$ cat src/sv/r4la_pkg.sv
// Shared constants and types for the radius-4 line automaton step block.
`timescale 1ns / 1ps
`default_nettype none

package r4la_pkg;

  localparam int unsigned DEF_RADIUS = 4;
  localparam int unsigned MASK_BITS  = 9;
  localparam int unsigned CFG_IDX_W  = 1;

  typedef enum logic [CFG_IDX_W-1:0] {
    CFG_DIE_MASK   = 1'b0,
    CFG_BIRTH_MASK = 1'b1
  } cfg_idx_e;

  // control broadcast along the cell chain
  typedef struct packed {
    logic step;
    logic clr;
  } cell_ctrl_t;

  typedef struct packed {
    logic next;
    logic changed;
  } rule_res_t;

endpackage

`default_nettype wire

$ cat src/sv/r4la_cell.sv
// One window cell: holds a single past cell state and hands it to its right neighbour.
`timescale 1ns / 1ps
`default_nettype none

module r4la_cell (
  input  wire                  clk_i,
  input  wire                  rst_ni,
  input  r4la_pkg::cell_ctrl_t ctrl_i,
  input  wire                  left_i,
  output logic                 tap_o
);

  logic state_q;
  logic state_d;

  always_comb begin
    state_d = ctrl_i.step ? left_i : state_q;
  end

  always_ff @(posedge clk_i or negedge rst_ni) begin
    if (!rst_ni) begin
      state_q <= 1'b0;
    end else begin
      state_q <= state_d;
    end
  end

  // a first mark empties the window for the current step
  assign tap_o = ctrl_i.clr ? 1'b0 : state_q;

endmodule

`default_nettype wire

$ cat src/sv/r4la_rule.sv
// Neighbour count and die/birth rule lookup for the window centre.
`timescale 1ns / 1ps
`default_nettype none

module r4la_rule #(
  parameter int unsigned RADIUS = r4la_pkg::DEF_RADIUS
) (
  input  wire [2*RADIUS:0]                die_win_i,
  input  wire [r4la_pkg::MASK_BITS-1:0]   die_mask_i,
  input  wire [r4la_pkg::MASK_BITS-1:0]   birth_mask_i,
  output r4la_pkg::rule_res_t             res_o
);

  localparam int unsigned CNT_W = $clog2(2 * RADIUS + 1);

  logic [CNT_W-1:0] count;
  logic             centre;
  logic             die_bit;
  logic             birth_bit;

  always_comb begin
    count     = '0;
    die_bit   = 1'b0;
    birth_bit = 1'b0;
    centre    = die_win_i[RADIUS];
    for (int i = 0; i <= 2 * RADIUS; i++) begin
      if (i != RADIUS) begin
        count = count + CNT_W'(die_win_i[i]);
      end
    end
    // counts beyond the mask width read as zero
    for (int j = 0; j < r4la_pkg::MASK_BITS; j++) begin
      if (int'(count) == j) begin
        die_bit   = die_mask_i[j];
        birth_bit = birth_mask_i[j];
      end
    end
    res_o.next    = centre ? ~die_bit : birth_bit;
    res_o.changed = res_o.next ^ centre;
  end

endmodule

`default_nettype wire

$ cat src/sv/radius4_line_automaton_step.sv
// Top level: one generation of a radius-R outer-totalistic line automaton.
// Takes one item per cycle while in_ready_o is high; each item shifts one cell
// into a chain of 2*RADIUS window cells and yields the new state of the cell
// RADIUS places back, registered in the output register. An item with the last
// mark is followed by 2*RADIUS flush steps that shift dead cells through the
// chain, during which in_ready_o is low, so a generation of N cells gives
// N + 2*RADIUS results, the last one flagged by run_end_o.
`timescale 1ns / 1ps
`default_nettype none

module radius4_line_automaton_step #(
  parameter int unsigned RADIUS = r4la_pkg::DEF_RADIUS
) (
  input  wire                                 clk_i,
  input  wire                                 rst_ni,
  input  wire                                 cfg_valid_i,
  output logic                                cfg_ready_o,
  input  wire  [r4la_pkg::CFG_IDX_W-1:0]      cfg_index_i,
  input  wire  [r4la_pkg::MASK_BITS-1:0]      cfg_data_i,
  input  wire                                 in_valid_i,
  output logic                                in_ready_o,
  input  wire                                 cell_in_i,
  input  wire                                 first_cell_i,
  input  wire                                 last_cell_i,
  output logic                                out_valid_o,
  input  wire                                 out_ready_i,
  output logic                                cell_out_o,
  output logic                                cell_changed_o,
  output logic                                any_change_o,
  output logic                                run_end_o
);

  localparam int unsigned WIN   = 2 * RADIUS;
  localparam int unsigned FCNT_W = $clog2(WIN + 1);

  logic [r4la_pkg::MASK_BITS-1:0] die_mask_q, birth_mask_q;
  logic [FCNT_W-1:0]              flush_cnt_q, flush_cnt_d;
  logic                           seen_q, seen_d;
  logic                           out_valid_q, out_valid_d;
  logic                           cell_out_q, changed_q, any_q, end_q;

  logic                 slot_free, flushing, accept, step;
  r4la_pkg::cell_ctrl_t ctrl;
  logic [WIN-1:0]       tap;
  logic [WIN:0]         win;
  r4la_pkg::rule_res_t  res;
  logic                 end_now;

  assign cfg_ready_o = 1'b1;
  assign slot_free   = !out_valid_q || out_ready_i;
  assign flushing    = flush_cnt_q != '0;
  assign in_ready_o  = slot_free && !flushing;
  assign accept      = in_valid_i && in_ready_o;
  assign step        = accept || (flushing && slot_free);
  assign ctrl.step   = step;
  assign ctrl.clr    = accept && first_cell_i;
  assign win[0]      = accept ? cell_in_i : 1'b0;
  assign win[WIN:1]  = tap;

  for (genvar g = 0; g < WIN; g++) begin : g_cell
    r4la_cell u_cell (
      .clk_i  (clk_i),
      .rst_ni (rst_ni),
      .ctrl_i (ctrl),
      .left_i (win[g]),
      .tap_o  (tap[g])
    );
  end

  r4la_rule #(
    .RADIUS (RADIUS)
  ) u_rule (
    .die_win_i    (win),
    .die_mask_i   (die_mask_q),
    .birth_mask_i (birth_mask_q),
    .res_o        (res)
  );

  always_comb begin
    end_now     = flushing && (flush_cnt_q == FCNT_W'(1));
    flush_cnt_d = flush_cnt_q;
    seen_d      = seen_q;
    out_valid_d = out_valid_q && !out_ready_i;
    if (step) begin
      out_valid_d = 1'b1;
      seen_d      = (ctrl.clr ? 1'b0 : seen_q) | res.changed;
      if (accept && last_cell_i) begin
        flush_cnt_d = FCNT_W'(WIN);
      end else if (flushing) begin
        flush_cnt_d = flush_cnt_q - FCNT_W'(1);
      end
    end
  end

  always_ff @(posedge clk_i or negedge rst_ni) begin
    if (!rst_ni) begin
      die_mask_q   <= '0;
      birth_mask_q <= '0;
      flush_cnt_q  <= '0;
      seen_q       <= 1'b0;
      out_valid_q  <= 1'b0;
    end else begin
      flush_cnt_q <= flush_cnt_d;
      seen_q      <= seen_d;
      out_valid_q <= out_valid_d;
      if (cfg_valid_i) begin
        case (r4la_pkg::cfg_idx_e'(cfg_index_i))
          r4la_pkg::CFG_DIE_MASK:   die_mask_q   <= cfg_data_i;
          r4la_pkg::CFG_BIRTH_MASK: birth_mask_q <= cfg_data_i;
          default: ;
        endcase
      end
    end
  end

  // result payload
  always_ff @(posedge clk_i) begin
    if (step) begin
      cell_out_q <= res.next;
      changed_q  <= res.changed;
      any_q      <= seen_d;
      end_q      <= end_now;
    end
  end

  assign out_valid_o    = out_valid_q;
  assign cell_out_o     = cell_out_q;
  assign cell_changed_o = changed_q;
  assign any_change_o   = any_q;
  assign run_end_o      = end_q;

endmodule

`default_nettype wire

$ cat config.mk
export PLATFORM = sky130hd
export DESIGN_NAME = radius4_line_automaton_step
export DESIGN_NICKNAME = d
export VERILOG_FILES = /design/src/sv/r4la_pkg.sv /design/src/sv/r4la_cell.sv /design/src/sv/r4la_rule.sv /design/src/sv/radius4_line_automaton_step.sv
export SDC_FILE = /design/constraint.sdc
export NUM_CORES = 1
export LEC_CHECK = 0
export ABC_AREA = 1
export BUFFER_PORTS_ARGS = -buffer_cell sky130_fd_sc_hd__buf_4
export CORE_MARGIN = 5
export CORE_UTILIZATION = 45
export CTS_CLUSTER_DIAMETER = 30
export DETAILED_ROUTE_END_ITERATION = 16
export HOLD_SLACK_MARGIN = 0.12
export MAX_ROUTING_LAYER = met4
export REMOVE_ABC_BUFFERS = 1
export SYNTH_ARGS = -nofsm -noshare
export SYNTH_HDL_FRONTEND = slang
export SYNTH_SLANG_ARGS = --single-unit
$ cat constraint.sdc
create_clock -name clk_i -period 7.2 [get_ports clk_i]
set_input_delay 1.08 -clock clk_i [delete_from_list [all_inputs] [get_ports clk_i]]
set_output_delay 1.08 -clock clk_i [all_outputs]
set_load 0.005 [all_outputs]
==> results.tsv <==
metric	value	unit
hp-class	reg2reg	
p_seq_share	39.0	%
grt_usage	14.1	%
grt_max_degree	33	
crit_required	7.24	ns
num_rows	24	
setup_viol	0	
num_vias	1464	
ant_nets	0	
ys_warn_count	0	
root_buffer	clkbuf_8	
p_clk_share	18.3	%
ios	25	
cts_sinks	36	
pwr_density_cell	326	nW/um2
final_nets	286	
arrival	5.05	ns
grt_first_pass_wirelength	6.51	mm
start_util	45.9	%
dieWidth	76.4	um
crit_path_max_incr_delay	0.61	ns
clk_latency	0.28	ns
drt_first_pass_iters	4	
fin_crit_sh	69.6	%
timing.hold.ws	0.485	ns
synth.distinct_cells	33	
combPwrFrac	42.7	%
sw_frac_of_total	39.7	%
p_int	0.450	mW
io_buffers	23	
worstPathBufferInverterCount	7	
synth-seq-area-share	46.4	%
hold_viol_final	0	
power.leakage	1.16	nW
post_drt_wl_per_cell	11.5	um
fin_skew	0.00345	ns
die_h	76.4	um
cts_tree	done	
drtIter0Drc	39	
vdd.ir_drop.worst	0.000133	V
ctsResizeCount	0	
grt-ovfl-total	0	
vias_per_cell	4.71	
cp-end-kind	register	
slew_violations	0	
layout-drive-gt1-share	23.6	%
grt_pass1_vias	1486	
syn-mean-instance-area	8.56	um2
yosysTopAreaCellShare	40.3	%
clk_pin_slew	0.07	ns
regToRegSetupSlack	2.49	ns
cap_violations	0	
hold_buffers	0	
synth_area	1990	um2
postSynthCellCount	232	
hpwlAfterDp	2.75	mm
rsz0062_at_grt	no	
numCtsBuffers	5	
crit_slowest_cell	fa_1	
fin_crit	5.01	ns
globalplace.congestion	0.816	
outcome	completed	
syn_to_final_growth	15.1	%
routed_wl	3.59	mm
dieArea	5840	um2
yosys-top-cells-area	dfrtp_1, nand2_1, o21ai_0	
n_fill_cell	424	
max_freq	200	MHz
critPathLaunchType	input port	
crit_fanout	7	
maxSlewHeadroom	56.8	%
net-switching-power	0.296	mW
crit_type	in2reg	
ys_ff_latch	36	
crit_family	adder cells	
crit_chain	buf_4 -> nor2_4 -> inv_2 -> nand2_2 -> nor2_4 -> nand2_4 -> inv_2 -> nor2_1 -> ha_1 -> inv_1 -> fa_1 -> fa_1 -> inv_1 -> fa_1 -> fa_1 -> nor2_4 -> inv_2 -> nor3_4 -> o21bai_2 -> inv_2 -> nand2_2 -> nand3_2 -> nand3_1 -> nand2_1	
worstMarginPinSlew	0.645	ns
cts_setup_buffers	0	
drc	0	
layout_commonest_cell	nand2_1	
most-common-layout-cells	nand2_1, inv_1, dfrtp_1	
clk_path_buf_depth	2	
num_antenna_cells	0	
core	4320	um2
tns	0	ns
antenna_found_initial	0	
cts_htree_levels	2	
synth_area_leader_cell	dfrtp_1	
==> worst paths after layout <==
kind	start	to	cells past startpoint
max	out_ready_i	any_change_o	24
max in group asynchronous	rst_ni	birth_mask_q[5]	1
min reg2reg	g_cell[1].u_cell.state_q	g_cell[1].u_cell.state_q	2
min in group asynchronous	rst_ni	flush_cnt_q[0]	1
min	g_cell[1].u_cell.state_q	g_cell[1].u_cell.state_q	2
max reg2reg	flush_cnt_q[0]	any_change_o	23
==> power by group through the flow <==
stage               registers [mW]  clock network, mW  logic, mW
global placement             0.294                  0      0.319
detailed placement           0.294                  0      0.320
finish                       0.291              0.136      0.319
floorplan                    0.289                  0      0.240
global route                 0.297              0.154      0.370
CTS                          0.291              0.142      0.322
==> routing by layer <==
layer	track usage, %	routed length (um)
met5	-	0
met4	5.59	60
met3	4.96	201
met2	22.1	1680
met1	16.6	1650
==> tightest hold or removal path, delay by kind of cell, from the launching register on <==
family / cells / cell delay, ns
DFF: 1 / 0.35
and+or+nand+nor: 2 / 0.11
==> synth_stat cells, drive strengths merged <==
library cell and count:
nand3 6, o22ai 2, and3 1, o21bai 1, fa 4, a21oi 3
clkbuf 2, nor3 4, o21ai 26, ha 6, buf 2, o211ai 1
edfxtp 4, nand2 62, inv 41, nor2 24, nand4 9, and2 1
conb 1, dfrtp 32
==> state kept, by name, summed over array words and instances, names as in the netlist <==
signal,count
birth_mask_q,9
die_mask_q,9
g_cell.u_cell.state_q,8
flush_cnt_q,4
any_change_o,1
cell_changed_o,1
cell_out_o,1
out_valid_o,1
run_end_o,1
seen_q,1
==> area by class of cell <==
class                      count  area (um2)  area share (%)
clock inverter                 3        13.8           0.602
sequential                    36         921            40.3
timing repair buffer          23         173            7.55
inverter                      41         159            6.95
multi-input combinational    151         886            38.8
clock buffer                   5        68.8            3.01
tap                           52        65.1            2.85
==> stage by stage <==
| step | instance area, um2 | std cells | total power, mW | util, % | worst slack (ns) |
|---|---|---|---|---|---|
| final | 2290 | 311 | 0.745 | 52.9 | 2.19 |
| after global routing | 2290 | 311 | 0.820 | 52.9 | 1.87 |
| after CTS | 2290 | 311 | 0.755 | 52.9 | 2.19 |
| after detailed placement | 2200 | 303 | 0.614 | 51.0 | 1.90 |
| after global placement | 2200 | 303 | 0.613 | 51.0 | 1.93 |
| after floorplan | 1970 | 228 | 0.529 | - | 2.25 |
==> logic make-up (layout without fill, tap and decap cells) <==
kind of cell | after synthesis | count (layout) | synth area share (%)
flops | 36 | 36 | 46.4
fa+ha+maj | 10 | 10 | 7.81
compound gates | 33 | 33 | 9.39
other cells | 1 | 1 | 0.189
buf+inv | 45 | 72 | 9.01
simple gates | 107 | 107 | 27.2
No activity file was read; power rests on OpenSTA's default activity.
